$ cat src/hdl/bssc_pkg.sv
// ----------------------------------------------------------------------------
// bssc_pkg
// Shared constants, types and tables for the six-step commutation block.
// ----------------------------------------------------------------------------
package bssc_pkg;

  localparam int ANGLE_BITS       = 14;
  localparam int SECTORS_PER_TURN = 42;

  localparam int ANGLE_W = 14;
  localparam int DUTY_W  = 16;
  localparam int MAG_W   = 15;
  localparam int SEC_W   = 3;

  localparam int AW     = ANGLE_BITS;
  localparam int X_W    = AW + 1;
  localparam int MUL_W  = $clog2(2 * SECTORS_PER_TURN + 1);
  localparam int PROD_W = X_W + MUL_W + 1;
  localparam int RAW_W  = $clog2(2 * SECTORS_PER_TURN);
  localparam int Q_W    = RAW_W - 2;

  localparam logic [X_W-1:0]    TURN   = X_W'(1) << AW;
  localparam logic [MUL_W-1:0]  TWO_S  = MUL_W'(2 * SECTORS_PER_TURN);
  // floor(raw/6) as (raw*171)>>10, exact for raw < 192
  localparam int RECIP_W     = 8;
  localparam int RECIP_SHIFT = 10;
  localparam logic [RECIP_W-1:0] RECIP6 = RECIP_W'(171);

  localparam logic [SEC_W-1:0] STEP_FWD = SEC_W'(1);
  localparam logic [SEC_W-1:0] STEP_REV = SEC_W'(4);
  localparam logic [SEC_W-1:0] STEP_NONE = SEC_W'(0);
  localparam logic [SEC_W:0]   SIX = (SEC_W + 1)'(6);

  localparam int PADDR_W = 4;
  localparam logic [1:0] REG_ENABLE   = 2'd0;
  localparam logic [1:0] REG_MAX_DUTY = 2'd1;
  localparam logic [1:0] REG_OFFSET   = 2'd2;

  localparam logic [MAG_W-1:0] MAX_DUTY_RST = MAG_W'(16384);
  localparam logic [AW-1:0]    OFFSET_RST   = AW'(8001);

  typedef enum logic [1:0] {
    PH_OPEN = 2'd0,
    PH_HIGH = 2'd1,
    PH_LOW  = 2'd2
  } phase_t;

  typedef struct packed {
    phase_t u;
    phase_t v;
    phase_t w;
  } drive_t;

  typedef struct packed {
    logic              enable;
    logic [MAG_W-1:0]  max_duty;
    logic [AW-1:0]     angle_offset;
  } cfg_t;

  typedef struct packed {
    logic signed [DUTY_W-1:0] cmd;
    logic [RAW_W-1:0]         raw;
    logic [Q_W-1:0]           q;
  } sec_item_t;

  function automatic drive_t phase_lookup(input logic [SEC_W-1:0] sec);
    drive_t d;
    d = '{PH_OPEN, PH_OPEN, PH_OPEN};
    unique case (sec)
      3'd0: d = '{PH_OPEN, PH_LOW,  PH_HIGH};
      3'd1: d = '{PH_HIGH, PH_LOW,  PH_OPEN};
      3'd2: d = '{PH_HIGH, PH_OPEN, PH_LOW };
      3'd3: d = '{PH_OPEN, PH_HIGH, PH_LOW };
      3'd4: d = '{PH_LOW,  PH_HIGH, PH_OPEN};
      3'd5: d = '{PH_LOW,  PH_OPEN, PH_HIGH};
      default: d = '{PH_OPEN, PH_OPEN, PH_OPEN};
    endcase
    return d;
  endfunction

endpackage

$ cat src/hdl/bssc_in_if.sv
// ----------------------------------------------------------------------------
// bssc_in_if
// Input item channel: rotor angle and signed duty command.
// ----------------------------------------------------------------------------
interface bssc_in_if import bssc_pkg::*; ();
  logic                     valid;
  logic                     ready;
  logic [ANGLE_W-1:0]       rotor_angle;
  logic signed [DUTY_W-1:0] duty_command;

  modport source (output valid, rotor_angle, duty_command, input ready);
  modport sink   (input valid, rotor_angle, duty_command, output ready);
endinterface

$ cat src/hdl/bssc_out_if.sv
// ----------------------------------------------------------------------------
// bssc_out_if
// Result item channel: gate drive per phase, sector and applied duty.
// ----------------------------------------------------------------------------
interface bssc_out_if import bssc_pkg::*; ();
  logic                     valid;
  logic                     ready;
  logic [MAG_W-1:0]         u_high_duty;
  logic                     u_low_on;
  logic [MAG_W-1:0]         v_high_duty;
  logic                     v_low_on;
  logic [MAG_W-1:0]         w_high_duty;
  logic                     w_low_on;
  logic [SEC_W-1:0]         sector;
  logic signed [DUTY_W-1:0] applied_duty;

  modport source (output valid, u_high_duty, u_low_on, v_high_duty, v_low_on,
                  w_high_duty, w_low_on, sector, applied_duty, input ready);
  modport sink   (input valid, u_high_duty, u_low_on, v_high_duty, v_low_on,
                  w_high_duty, w_low_on, sector, applied_duty, output ready);
endinterface

$ cat src/hdl/bssc_regs.sv
// ----------------------------------------------------------------------------
// bssc_regs
// APB configuration registers: enable, max duty, angle offset.
// ----------------------------------------------------------------------------
module bssc_regs import bssc_pkg::*; (
  input  logic               clk,
  input  logic               rst_n,
  input  logic               psel,
  input  logic               penable,
  input  logic               pwrite,
  input  logic [PADDR_W-1:0] paddr,
  input  logic [31:0]        pwdata,
  output logic [31:0]        prdata,
  output logic               pready,
  output cfg_t               cfg
);

  logic             enable_r, enable_nxt;
  logic [MAG_W-1:0] max_duty_r, max_duty_nxt;
  logic [AW-1:0]    offset_r, offset_nxt;
  logic             wr_en;

  assign pready = 1'b1;
  assign wr_en  = psel & penable & pwrite;

  always_comb begin
    enable_nxt   = enable_r;
    max_duty_nxt = max_duty_r;
    offset_nxt   = offset_r;
    if (wr_en) begin
      unique case (paddr[3:2])
        REG_ENABLE:   enable_nxt   = pwdata[0];
        REG_MAX_DUTY: max_duty_nxt = pwdata[MAG_W-1:0];
        REG_OFFSET:   offset_nxt   = pwdata[AW-1:0];
        default: ;
      endcase
    end
  end

  always_ff @(posedge clk) begin
    if (!rst_n) begin
      enable_r   <= 1'b0;
      max_duty_r <= MAX_DUTY_RST;
      offset_r   <= OFFSET_RST;
    end else begin
      enable_r   <= enable_nxt;
      max_duty_r <= max_duty_nxt;
      offset_r   <= offset_nxt;
    end
  end

  always_comb begin
    unique case (paddr[3:2])
      REG_ENABLE:   prdata = 32'(enable_r);
      REG_MAX_DUTY: prdata = 32'(max_duty_r);
      REG_OFFSET:   prdata = 32'(offset_r);
      default:      prdata = 32'd0;
    endcase
  end

  assign cfg = '{enable: enable_r, max_duty: max_duty_r, angle_offset: offset_r};

endmodule

$ cat src/hdl/bssc_sector.sv
// ----------------------------------------------------------------------------
// bssc_sector
// Three pipeline stages: clamp and angle difference, sector scaling
// multiply, divide-by-six reciprocal multiply.
// ----------------------------------------------------------------------------
module bssc_sector import bssc_pkg::*; (
  input  logic      clk,
  input  logic      rst_n,
  input  cfg_t      cfg,
  bssc_in_if.sink   in_ch,
  output logic      sec_valid,
  input  logic      sec_ready,
  output sec_item_t sec_item
);

  // stage 1
  logic                     v1_r;
  logic signed [DUTY_W-1:0] cmd1_r, cmd1_nxt;
  logic [X_W-1:0]           x1_r, x1_nxt;
  // stage 2
  logic                     v2_r;
  logic signed [DUTY_W-1:0] cmd2_r;
  logic [RAW_W-1:0]         raw2_r, raw2_nxt;
  // stage 3
  logic                     v3_r;
  logic signed [DUTY_W-1:0] cmd3_r;
  logic [RAW_W-1:0]         raw3_r;
  logic [Q_W-1:0]           q3_r, q3_nxt;

  logic rdy1, rdy2, rdy3;
  logic signed [DUTY_W:0] cmd_x, lim_x, nlim_x, cmd_c;
  logic [PROD_W-1:0]              prod2;
  logic [RAW_W+RECIP_W-1:0]       prod3;

  assign rdy3 = !v3_r | sec_ready;
  assign rdy2 = !v2_r | rdy3;
  assign rdy1 = !v1_r | rdy2;
  assign in_ch.ready = rdy1;

  always_comb begin
    cmd_x  = {in_ch.duty_command[DUTY_W-1], in_ch.duty_command};
    lim_x  = {2'b00, cfg.max_duty};
    nlim_x = -lim_x;
    priority if (cmd_x > lim_x) begin
      cmd_c = lim_x;
    end else if (cmd_x < nlim_x) begin
      cmd_c = nlim_x;
    end else begin
      cmd_c = cmd_x;
    end
    cmd1_nxt = cmd_c[DUTY_W-1:0];
    x1_nxt   = X_W'(cfg.angle_offset) + TURN - X_W'(AW'(in_ch.rotor_angle));
  end

  assign prod2    = PROD_W'(x1_r) * PROD_W'(TWO_S) + PROD_W'(TURN);
  assign raw2_nxt = RAW_W'(prod2 >> X_W);

  assign prod3  = (RAW_W + RECIP_W)'(raw2_r) * (RAW_W + RECIP_W)'(RECIP6);
  assign q3_nxt = Q_W'(prod3 >> RECIP_SHIFT);

  always_ff @(posedge clk) begin
    if (!rst_n) begin
      v1_r <= 1'b0;
      v2_r <= 1'b0;
      v3_r <= 1'b0;
    end else begin
      if (rdy1) v1_r <= in_ch.valid;
      if (rdy2) v2_r <= v1_r;
      if (rdy3) v3_r <= v2_r;
    end
  end

  always_ff @(posedge clk) begin
    if (rdy1 && in_ch.valid) begin
      cmd1_r <= cmd1_nxt;
      x1_r   <= x1_nxt;
    end
    if (rdy2 && v1_r) begin
      cmd2_r <= cmd1_r;
      raw2_r <= raw2_nxt;
    end
    if (rdy3 && v2_r) begin
      cmd3_r <= cmd2_r;
      raw3_r <= raw2_r;
      q3_r   <= q3_nxt;
    end
  end

  assign sec_valid = v3_r;
  assign sec_item  = '{cmd: cmd3_r, raw: raw3_r, q: q3_r};

endmodule

$ cat src/hdl/bssc_drive.sv
// ----------------------------------------------------------------------------
// bssc_drive
// Final stage: sector mod 6, direction step, phase table, gate outputs.
// ----------------------------------------------------------------------------
module bssc_drive import bssc_pkg::*; (
  input  logic      clk,
  input  logic      rst_n,
  input  cfg_t      cfg,
  input  logic      sec_valid,
  output logic      sec_ready,
  input  sec_item_t sec_item,
  bssc_out_if.source out_ch
);

  logic                     out_valid_r;
  logic [MAG_W-1:0]         u_hi_r, v_hi_r, w_hi_r, u_hi_nxt, v_hi_nxt, w_hi_nxt;
  logic                     u_lo_r, v_lo_r, w_lo_r, u_lo_nxt, v_lo_nxt, w_lo_nxt;
  logic [SEC_W-1:0]         sector_r, sector_nxt;
  logic signed [DUTY_W-1:0] duty_r;

  logic [RAW_W:0]   six_q;
  logic [SEC_W-1:0] base, step;
  logic [SEC_W:0]   sum;
  logic [MAG_W-1:0] mag;
  logic signed [DUTY_W-1:0] neg_cmd;
  drive_t           drv;

  assign sec_ready = !out_valid_r | out_ch.ready;

  always_comb begin
    six_q = ((RAW_W + 1)'(sec_item.q) << 2) + ((RAW_W + 1)'(sec_item.q) << 1);
    base  = SEC_W'((RAW_W + 1)'(sec_item.raw) - six_q);
    priority if (sec_item.cmd > 0) begin
      step = STEP_FWD;
    end else if (sec_item.cmd < 0) begin
      step = STEP_REV;
    end else begin
      step = STEP_NONE;
    end
    sum = (SEC_W + 1)'(base) + (SEC_W + 1)'(step);
    if (sum >= SIX) begin
      sum = sum - SIX;
    end
    sector_nxt = sum[SEC_W-1:0];
    neg_cmd    = -sec_item.cmd;
    mag        = sec_item.cmd[DUTY_W-1] ? neg_cmd[MAG_W-1:0] : sec_item.cmd[MAG_W-1:0];
    drv        = phase_lookup(sector_nxt);
    u_hi_nxt   = (cfg.enable && drv.u == PH_HIGH) ? mag : '0;
    v_hi_nxt   = (cfg.enable && drv.v == PH_HIGH) ? mag : '0;
    w_hi_nxt   = (cfg.enable && drv.w == PH_HIGH) ? mag : '0;
    u_lo_nxt   = cfg.enable && drv.u == PH_LOW;
    v_lo_nxt   = cfg.enable && drv.v == PH_LOW;
    w_lo_nxt   = cfg.enable && drv.w == PH_LOW;
  end

  always_ff @(posedge clk) begin
    if (!rst_n) begin
      out_valid_r <= 1'b0;
    end else if (sec_ready) begin
      out_valid_r <= sec_valid;
    end
  end

  always_ff @(posedge clk) begin
    if (sec_ready && sec_valid) begin
      u_hi_r   <= u_hi_nxt;
      v_hi_r   <= v_hi_nxt;
      w_hi_r   <= w_hi_nxt;
      u_lo_r   <= u_lo_nxt;
      v_lo_r   <= v_lo_nxt;
      w_lo_r   <= w_lo_nxt;
      sector_r <= sector_nxt;
      duty_r   <= sec_item.cmd;
    end
  end

  assign out_ch.valid        = out_valid_r;
  assign out_ch.u_high_duty  = u_hi_r;
  assign out_ch.u_low_on     = u_lo_r;
  assign out_ch.v_high_duty  = v_hi_r;
  assign out_ch.v_low_on     = v_lo_r;
  assign out_ch.w_high_duty  = w_hi_r;
  assign out_ch.w_low_on     = w_lo_r;
  assign out_ch.sector       = sector_r;
  assign out_ch.applied_duty = duty_r;

endmodule

$ cat src/hdl/bldc_six_step_commutation.sv
// Path from input accept to result valid: 3 datapath stages plus an output register.
// Throughput: 1 item per cycle; each stage advances when its successor has room.
// The two multipliers (angle scaling, divide-by-six reciprocal) each own one stage.
// Reset (rst_n low, synchronous): pipeline emptied, enable 0, max_duty 16384,
// angle_offset 8001.
// ----------------------------------------------------------------------------
// bldc_six_step_commutation
// Six-step BLDC commutation: duty clamp, angle to sector, phase gate drive.
// ----------------------------------------------------------------------------
module bldc_six_step_commutation import bssc_pkg::*; (
  input  logic               clk,
  input  logic               rst_n,
  bssc_in_if.sink            in_ch,
  bssc_out_if.source         out_ch,
  input  logic               cfg_psel,
  input  logic               cfg_penable,
  input  logic               cfg_pwrite,
  input  logic [PADDR_W-1:0] cfg_paddr,
  input  logic [31:0]        cfg_pwdata,
  output logic [31:0]        cfg_prdata,
  output logic               cfg_pready
);

  cfg_t      cfg;
  logic      sec_valid;
  logic      sec_ready;
  sec_item_t sec_item;

  bssc_regs u_regs (
    .clk     (clk),
    .rst_n   (rst_n),
    .psel    (cfg_psel),
    .penable (cfg_penable),
    .pwrite  (cfg_pwrite),
    .paddr   (cfg_paddr),
    .pwdata  (cfg_pwdata),
    .prdata  (cfg_prdata),
    .pready  (cfg_pready),
    .cfg     (cfg)
  );

  bssc_sector u_sector (
    .clk       (clk),
    .rst_n     (rst_n),
    .cfg       (cfg),
    .in_ch     (in_ch),
    .sec_valid (sec_valid),
    .sec_ready (sec_ready),
    .sec_item  (sec_item)
  );

  bssc_drive u_drive (
    .clk       (clk),
    .rst_n     (rst_n),
    .cfg       (cfg),
    .sec_valid (sec_valid),
    .sec_ready (sec_ready),
    .sec_item  (sec_item),
    .out_ch    (out_ch)
  );

endmodule

$ cat src/flat_wrapper.sv
// flat-port wrapper written by rule: the top's interface ports become plain ports
module bldc_six_step_commutation_flat import bssc_pkg::*;
  (clk, rst_n, cfg_psel, cfg_penable, cfg_pwrite, cfg_paddr, cfg_pwdata, cfg_prdata, cfg_pready, in_ch_valid, in_ch_rotor_angle, in_ch_duty_command, in_ch_ready, out_ch_valid, out_ch_u_high_duty, out_ch_u_low_on, out_ch_v_high_duty, out_ch_v_low_on, out_ch_w_high_duty, out_ch_w_low_on, out_ch_sector, out_ch_applied_duty, out_ch_ready);
  bssc_in_if in_ch_i ();
  bssc_out_if out_ch_i ();
  input  logic clk;
  input  logic rst_n;
  input  logic cfg_psel;
  input  logic cfg_penable;
  input  logic cfg_pwrite;
  input  logic [PADDR_W-1:0] cfg_paddr;
  input  logic [31:0] cfg_pwdata;
  output logic [31:0] cfg_prdata;
  output logic cfg_pready;
  input wire logic [$bits(in_ch_i.valid)-1:0] in_ch_valid;
  input wire logic [$bits(in_ch_i.rotor_angle)-1:0] in_ch_rotor_angle;
  input wire logic [$bits(in_ch_i.duty_command)-1:0] in_ch_duty_command;
  output wire logic [$bits(in_ch_i.ready)-1:0] in_ch_ready;
  output wire logic [$bits(out_ch_i.valid)-1:0] out_ch_valid;
  output wire logic [$bits(out_ch_i.u_high_duty)-1:0] out_ch_u_high_duty;
  output wire logic [$bits(out_ch_i.u_low_on)-1:0] out_ch_u_low_on;
  output wire logic [$bits(out_ch_i.v_high_duty)-1:0] out_ch_v_high_duty;
  output wire logic [$bits(out_ch_i.v_low_on)-1:0] out_ch_v_low_on;
  output wire logic [$bits(out_ch_i.w_high_duty)-1:0] out_ch_w_high_duty;
  output wire logic [$bits(out_ch_i.w_low_on)-1:0] out_ch_w_low_on;
  output wire logic [$bits(out_ch_i.sector)-1:0] out_ch_sector;
  output wire logic [$bits(out_ch_i.applied_duty)-1:0] out_ch_applied_duty;
  input wire logic [$bits(out_ch_i.ready)-1:0] out_ch_ready;
  assign in_ch_i.valid = in_ch_valid;
  assign in_ch_i.rotor_angle = in_ch_rotor_angle;
  assign in_ch_i.duty_command = in_ch_duty_command;
  assign in_ch_ready = in_ch_i.ready;
  assign out_ch_valid = out_ch_i.valid;
  assign out_ch_u_high_duty = out_ch_i.u_high_duty;
  assign out_ch_u_low_on = out_ch_i.u_low_on;
  assign out_ch_v_high_duty = out_ch_i.v_high_duty;
  assign out_ch_v_low_on = out_ch_i.v_low_on;
  assign out_ch_w_high_duty = out_ch_i.w_high_duty;
  assign out_ch_w_low_on = out_ch_i.w_low_on;
  assign out_ch_sector = out_ch_i.sector;
  assign out_ch_applied_duty = out_ch_i.applied_duty;
  assign out_ch_i.ready = out_ch_ready;
  bldc_six_step_commutation u_core (.clk(clk), .rst_n(rst_n), .in_ch(in_ch_i), .out_ch(out_ch_i), .cfg_psel(cfg_psel), .cfg_penable(cfg_penable), .cfg_pwrite(cfg_pwrite), .cfg_paddr(cfg_paddr), .cfg_pwdata(cfg_pwdata), .cfg_prdata(cfg_prdata), .cfg_pready(cfg_pready));
endmodule
$ cat config.mk
export PLATFORM = sky130hd
export DESIGN_NAME = bldc_six_step_commutation_flat
export DESIGN_NICKNAME = d
export VERILOG_FILES = /design/src/hdl/bssc_pkg.sv /design/src/hdl/bssc_in_if.sv /design/src/hdl/bssc_out_if.sv /design/src/hdl/bssc_regs.sv /design/src/hdl/bssc_sector.sv /design/src/hdl/bssc_drive.sv /design/src/hdl/bldc_six_step_commutation.sv /design/src/flat_wrapper.sv
export SDC_FILE = /design/constraint.sdc
export NUM_CORES = 1
export LEC_CHECK = 0
export BUFFER_PORTS_ARGS = -buffer_cell sky130_fd_sc_hd__clkbuf_2
export CORE_ASPECT_RATIO = 1.75
export CORE_UTILIZATION = 57
export CTS_CLUSTER_SIZE = 16
export DETAILED_ROUTE_END_ITERATION = 8
export PLACE_DENSITY = 0.8
export SLEW_MARGIN = 0
export SYNTH_ARGS = -nofsm -noshare
export SYNTH_HDL_FRONTEND = slang
export SYNTH_SLANG_ARGS = --single-unit
$ cat constraint.sdc
create_clock -name clk -period 5.9 [get_ports clk]
set_input_delay 0.295 -clock clk [delete_from_list [all_inputs] [get_ports clk]]
set_output_delay 0.295 -clock clk [all_outputs]
set_load 0.005 [all_outputs]
### Word level (Yosys, flattened, before mapping)

Index checks and enable logic that the tools add are counted.

* bits in registers: 176
* word-level logic and storage cells: 85
* output and inout bits: 102
* bits of input ports: 73

* add/subtract/negate cells: 9
* mux-type cells: 8
* order comparisons: 5
* multiply operators: 2
* bitwise gates (word level): 6
* equal/unequal tests: 13
* reduce and logical (&&, ||, !) cells: 19

Operator list (number)
* one-hot mux 15 bit (3 select lines): 1
* one-hot mux 6 bit (6 select lines): 1
* 2-to-1 mux 15 bit: 2
* adder 22 x 15 -> 22 bit (second input constant): 1
* multiplier 15 x 5 -> 20 bit (second input constant): 1
* less-than comparator 16 x 17 -> 1 bit: 1
* negation 15 -> 17 bit: 1
* greater-than comparator 16 x 1 -> 1 bit (second input constant): 1
* greater-than comparator 16 bit: 1
* less-than comparator 16 x 1 -> 1 bit (second input constant): 1
* 2-to-1 mux 16 bit: 1
* adder 14 x 15 -> 15 bit (second input constant): 1
* negation 15 bit: 1
* subtractor 15 x 14 -> 15 bit: 1
* multiplier 7 x 8 -> 12 bit (second input constant): 1
* logical AND 1 bit: 10
* 2-to-1 mux 3 bit: 3
* == test 2 x 1 -> 1 bit (second input constant): 4
* == test 2 bit (second input constant): 4
* == test 3 x 2 -> 1 bit (second input constant): 2
* == test 3 bit (second input constant): 2
* AND reduction 2 bit: 3
* adder 3 x 3 -> 4 bit: 1
* greater-or-equal comparator 4 x 3 -> 1 bit (second input constant): 1
* other kinds (9): 16

### Logic depth before layout (Yosys ltp)

* depth after elaboration: 10
* depth in mapped cells: 20
* mapped depth without buffers: 19

### By module

Synthesis repeated with hierarchy kept, for this count alone.

* cells, all modules: 1020
* area, all modules: 11491.0 um^2

By module, submodules not included
* bssc_sector: area each 6877.8 um^2, cells each 636, instances 1, sequential area each 2522.4 um^2
* bssc_drive: area each 3051.7 um^2, cells each 214, instances 1, sequential area each 2031.9 um^2
* bssc_regs: area each 1561.5 um^2, cells each 170, instances 1, sequential area each 600.6 um^2

### Least setup slack after synthesis

No wires, ideal clock.

* kind: reg-to-reg
* start point: register u_core.u_regs.max_duty_r[0]
* end point: register u_core.u_sector.cmd1_r[1], data pin
* clock period less this slack: 4.759 ns
* setup time: 0.271 ns
* data arrival time: 4.488 ns
* cell stages (with the launch flop): 17
* path slack: 1.141 ns
* data required time: 5.629 ns
* path buffers: 1
* path through: dfxtp_1 -> inv_1 -> ha_1 -> or3b_4 -> or3_4 -> or3_4 -> or3_4 -> or3_4 -> or3_4 -> nand2_1 -> nand2b_1 -> ha_1 -> a2111o_1 -> o31ai_1 -> clkbuf_1 -> mux2i_1 -> a21oi_1

* word-level cells in the longest chain between the ends: 4
* elaborated cells between the ends (all ways): 5
* those cells by class: 1 x add/sub; 2 x order compare; 2 x mux

Ends and longest elaborated chain
* from (decl): line bssc_regs.sv:19 `logic [MAG_W-1:0] max_duty_r, max_duty_nxt;`
* from (signal assigned): line bssc_regs.sv:47 `max_duty_r <= max_duty_nxt;`
* negation 15 -> 17 bit: line bssc_sector.sv:43 `nlim_x = -lim_x;`
* less-than comparator 16 x 17 -> 1 bit: line bssc_sector.sv:46 `end else if (cmd_x < nlim_x) begin`
* 2-to-1 mux 16 bit: line bssc_sector.sv:46
* 2-to-1 mux 15 bit (*): line bssc_sector.sv:44 `priority if (cmd_x > lim_x) begin`
* via u_core.u_sector.cmd_c[1]: line bssc_sector.sv:31 `logic signed [DUTY_W:0] cmd_x, lim_x, nlim_x, cmd_c;`
* to (signal assigned): line bssc_sector.sv:75 `cmd1_r <= cmd1_nxt;`
* to (decl): line bssc_sector.sv:18 `logic signed [DUTY_W-1:0] cmd1_r, cmd1_nxt;`

Mark *: on every way through the listed nets, which the timed path passes. The rest lies on a longest branch.
A chain may end at the register's enable or synchronous reset.

### Final worst setup path

* start point: register u_core.u_regs.max_duty_r[0]
* end point: register u_core.u_sector.cmd1_r[2], data pin

Same word-level chain as after synthesis.

==> impl_summary.md <==
Floorplan
The die is 106 um wide. In this run the vertical extent of the chip is 184 um. During I/O placement, the number of pins put on the boundary was 175. The number of standard-cell rows in the floorplan is 66. Once the floorplan was initialized, standard cells occupied 58.1% of the core. The die footprint is 0.0195 mm^2. The floorplan core area is 0.0186 mm^2.

Placement
Prior to clock tree synthesis, the placed netlist has a worst setup slack of 996 ps. The routability congestion estimate from global placement is 0.872. Summed over all nets, the half-perimeter wirelength after detailed placement is 16.8 mm. The number of input and output port buffers inserted is 137.

Clocking
TritonCTS built the clock tree. Clock-pin slew was measured on the worst setup and hold paths at 70 ps. The clock net sink count is 176. Once the clock tree was built, the resizer swapped 0 gates to a different size. In this run the deepest clock path goes through 2 buffers. The H-tree level count is 4. The number of buffers inserted to repair setup after CTS is 0.

The clock insertion delay at the later pin of the skew report is 430 ps. The master cell of the clock root buffer is sky130_fd_sc_hd__clkbuf_16. Counting the buffers created by CTS gives 17.

In this run, post-CTS hold repair placed 0 buffers.

Timing
Static timing analysis puts the maximum clock frequency at 201 MHz. The final critical path time including I/O delays and setup is 4970 ps. Setup repair after global routing left no endpoint under its margin. The setup clock skew after layout is 13.0 ps. The final cycle utilization of the critical path is 84.2%. Setup violations remaining at the end of the flow were counted as 0.

The normalized max-slew margin is 24.3%. The slew of the pin with the lowest slew margin is 1130 ps. The hold slack is 89.6 ps. The hold violation count in the final report is 0. Setup total negative slack on the finished layout was measured at 0 ps. The number of pins exceeding their max-slew limit in the final report was 0. The smallest setup slack after layout is 932 ps.

Yosys
Among all cell types in the netlist, the one instantiated most often is sky130_fd_sc_hd__edfxtp_1. Of the synthesized area, sequential elements account for 45.8%. The cell taking the most area after synthesis is sky130_fd_sc_hd__edfxtp_1.

Yosys mapped the design onto 62 distinct sky130hd cell types. Yosys mapped a number of flops with a built-in enable equal to 142. During synthesis, Yosys emitted a total of 0 warnings. In the synthesized netlist the async set-or-reset flop fraction comes to 0%. Ranked by total cell area, the synthesized netlist is headed by sky130_fd_sc_hd__edfxtp_1 (39%), sky130_fd_sc_hd__ha_1 (15%), sky130_fd_sc_hd__dfxtp_1 (6.3%). The flip-flop cell with the highest count after synthesis is sky130_fd_sc_hd__edfxtp_1. Counting every instance in the synthesized netlist gives 1010. The area fraction of the dominant cell type after synthesis is 39.5%. The combined area of all synthesized cells is 0.0108 mm^2. After synthesis the netlist holds a flip-flop and latch count of 176.

After synthesis, the mean cell area works out to 10.7 um^2. By count the netlist is led by sky130_fd_sc_hd__edfxtp_1 (142), sky130_fd_sc_hd__inv_1 (136), sky130_fd_sc_hd__ha_1 (128).

Power
The total chip power is 0.00453 W. In this run the power density over the cells is 370 mW/mm^2. The leakage power of the design is 5.57 nW.

Across the VDD grid, the largest voltage drop is 281 uV.

GRT
Entering global routing, the biggest net connects 68 pins. The global-route met3 utilization is 4.22%. The layer flagged by global routing as most heavily used is met2.

The number of global-route vias before repair was 7811. Global routing used 46.5% of the available met2 tracks. The initial antenna violation count is 0. In the global route stage, overall resource usage came out at 23.5%. The first global-routing pass estimated 35.6 mm of wire.

Summed over all layers, the global routing overflow is 0. For met1 alone, demand over resource in global routing was 22.3%.

Worst setup path
The family of cells with the greatest summed delay on the critical path is simple AND/OR/NAND/NOR gates. The data arrival at the endpoint of the critical path is 5140 ps. By instance count, the cell type seen most on the critical path is sky130_fd_sc_hd__nor3_1. The endpoint identified for the worst register-to-register timing path is u_core.u_sector.cmd1_r[2]. The largest fanout of any net on the critical path is 14.

Measured in cells, the most critical reg-to-reg path has a length of 15. The kind of launch point of the worst setup path is a flop. The worst register-to-register path has a setup slack of 930 ps. The launch instance of the worst register-to-register path is u_core.u_regs.max_duty_r[0]. The number of buffer and inverter instances along the worst setup path is 1.

The critical path capture point type is a flop. For the worst setup path, the data required time is 6080 ps. The biggest cell delay along the critical path is 500 ps. The critical path goes through nor3_1 -> nand3_1 -> or3_1 -> nor3_1 -> nand3_1 -> or3_1 -> nor3_1 -> ha_1 -> a2111o_1 -> a21oi_1 -> a21oi_1 -> o31ai_4 -> buf_4 -> mux2_2 -> o2bb2ai_1. For this design, the slowest cell found on the critical path is sky130_fd_sc_hd__nor3_1. The critical path is of the reg2reg type.

Route
The first TritonRoute pass finished after 5 iterations. For this block, the initial DRC count from the detailed router was 274. The routed via count is 7581.

The average via count per standard cell is 5.44. The detail route stage leaves a number of antenna-violating nets equal to 0. After detailed routing, the number of remaining DRC violations is 0. After detailed routing, the average wire length per cell comes to 15.5 um.

For this block, the routed nets add up to 21.7 mm of wire.

Hold path
The worst hold endpoint is u_core.u_regs.max_duty_r[14]. The worst hold path begins at cfg_pwdata[14]. The type of the tightest min-delay check is in2reg. The number of cells on the worst hold path is 3.

Finish
Of the cells placed in the final design, the portion with a size suffix greater than 1 is 16.3%. Fill cells in the final layout number 1437. Relative to the synthesized area, the layout overhead comes to 13.4%. At the end of the flow, the number of nets in the layout was 1363.

The repair_antennas step left the layout with diodes totalling 0.

Status
The run finished with clean final reports.

Flow run
The max-cap violation count is 0.
-- cells in the final DEF (no fill, tap or decap), types with 5 or more instances in the layout --
| cell type | synthesis | final |
|---|---|---|
| sky130_fd_sc_hd__a21oi_1 | 23 | 23 |
| sky130_fd_sc_hd__and3_1 | 6 | 6 |
| sky130_fd_sc_hd__a2bb2oi_1 | 12 | 12 |
| sky130_fd_sc_hd__conb_1 | 2 | 18 |
| sky130_fd_sc_hd__nor3_1 | 9 | 9 |
| sky130_fd_sc_hd__nand2_1 | 92 | 92 |
| sky130_fd_sc_hd__nand2b_1 | 6 | 6 |
| sky130_fd_sc_hd__xnor2_1 | 33 | 33 |
| sky130_fd_sc_hd__or3_1 | 6 | 6 |
| sky130_fd_sc_hd__nand3_1 | 16 | 16 |
| sky130_fd_sc_hd__buf_4 | 18 | 9 |
| sky130_fd_sc_hd__inv_1 | 136 | 139 |
| sky130_fd_sc_hd__a21o_1 | 12 | 12 |
| sky130_fd_sc_hd__mux2i_1 | 20 | 20 |
| sky130_fd_sc_hd__nor2_1 | 75 | 75 |
| sky130_fd_sc_hd__edfxtp_1 | 142 | 142 |
| sky130_fd_sc_hd__xor2_1 | 20 | 20 |
| sky130_fd_sc_hd__o21ai_0 | 26 | 26 |
| sky130_fd_sc_hd__ha_1 | 128 | 128 |
| sky130_fd_sc_hd__a22o_1 | 12 | 12 |
| sky130_fd_sc_hd__clkbuf_16 | 0 | 18 |
| sky130_fd_sc_hd__dfxtp_1 | 34 | 34 |
| sky130_fd_sc_hd__o21a_1 | 6 | 6 |
| sky130_fd_sc_hd__or3_4 | 5 | 5 |
| sky130_fd_sc_hd__nor2b_1 | 18 | 16 |
| sky130_fd_sc_hd__a21boi_0 | 39 | 38 |
| sky130_fd_sc_hd__nand4_1 | 8 | 8 |
| sky130_fd_sc_hd__clkbuf_2 | 0 | 137 |
| sky130_fd_sc_hd__fa_1 | 19 | 19 |
-- layout make-up --
cell class                      count  area [um^2]  share of cell area (%)
Clock buffer                       19          454                    3.71
Clock inverter                     13          109                   0.889
Inverter                          136          510                    4.17
Multi-Input combinational cell    666         5170                    42.2
Sequential cell                   176         4940                    40.4
Tap cell                          238          298                    2.43
Timing Repair Buffer              146          753                    6.15
-- metrics by stage --
step                      util [%]  cell area [um^2]  instances
after floorplan                  -             10900       1026
after global placement        62.8             11700       1362
after global routing          65.9             12200       1394
final                         65.9             12200       1394
after CTS                     65.9             12200       1394
after detailed placement      62.8             11700       1362
-- worst register-to-register path, delay by kind of cell, from the launching register on --
family	cells	cell delay, ps
mux	1	360
buf+inv	1	250
compound gates	5	870
flops	1	370
simple gates	7	2550
fa+ha+maj	1	320
-- cell families (layout without fill, tap and decap cells) --
group                    after synthesis  in the layout  share of synthesized area, %
other                                  2             18                        0.0696
XOR/XNOR                              53             53                          4.30
adder cells (fa/ha/maj)              147            147                          18.4
multiplexers                          21             21                          1.96
flip-flops                           176            176                          45.8
AO/OA/AOI/OAI                        163            163                          10.8
buffers and inverters                184            314                          7.13
AND/OR/NAND/NOR                      264            264                          11.6
-- state kept, by name, summed over array words and instances (netlist names), 2 cells and up --
register / cells
u_core.u_drive.out_ch.applied_duty: 16
u_core.u_sector.cmd1_r: 16
u_core.u_sector.cmd2_r: 16
u_core.u_sector.cmd3_r: 16
u_core.u_drive.out_ch.u_high_duty: 15
u_core.u_drive.out_ch.v_high_duty: 15
u_core.u_drive.out_ch.w_high_duty: 15
u_core.u_regs.max_duty_r: 15
u_core.u_sector.x1_r: 15
u_core.u_regs.offset_r: 14
u_core.u_sector.raw2_r: 7
u_core.u_drive.out_ch.sector: 3
u_core.u_sector.raw3_r: 3
u_core.u_sector.q3_r: 2
-- per-layer routing --
layer / vias to the layer above / wire length (um)
met2: 222 / 12300
met4: 0 / 860
li1: 3735 / -
met5: - / 0
met1: 3572 / 7730
met3: 52 / 814
-- power breakdown --
part | internal [W] | switching, W | leakage (nW)
logic | 0.000868 | 0.00104 | 3.59
clock network | 0.000575 | 0.000489 | 0.290
registers | 0.00150 | 0.0000572 | 1.68
total | 0.00294 | 0.00158 | 5.57
-- worst max-delay path by stage --
stage | startpoint | to | slack, ps | cells after the start
floorplan | u_core.u_regs.max_duty_r[0] | u_core.u_sector.cmd1_r[1] | 1140 | 16
global placement | u_core.u_regs.max_duty_r[0] | u_core.u_sector.cmd1_r[2] | 1090 | 18
detailed placement | u_core.u_regs.max_duty_r[0] | u_core.u_sector.cmd1_r[2] | 1000 | 15
CTS | u_core.u_regs.max_duty_r[0] | u_core.u_sector.cmd1_r[2] | 970 | 15
global route | u_core.u_regs.max_duty_r[0] | u_core.u_sector.cmd1_r[2] | 520 | 15
finish | u_core.u_regs.max_duty_r[0] | u_core.u_sector.cmd1_r[2] | 930 | 15
No activity file was read; power rests on OpenSTA's default activity.
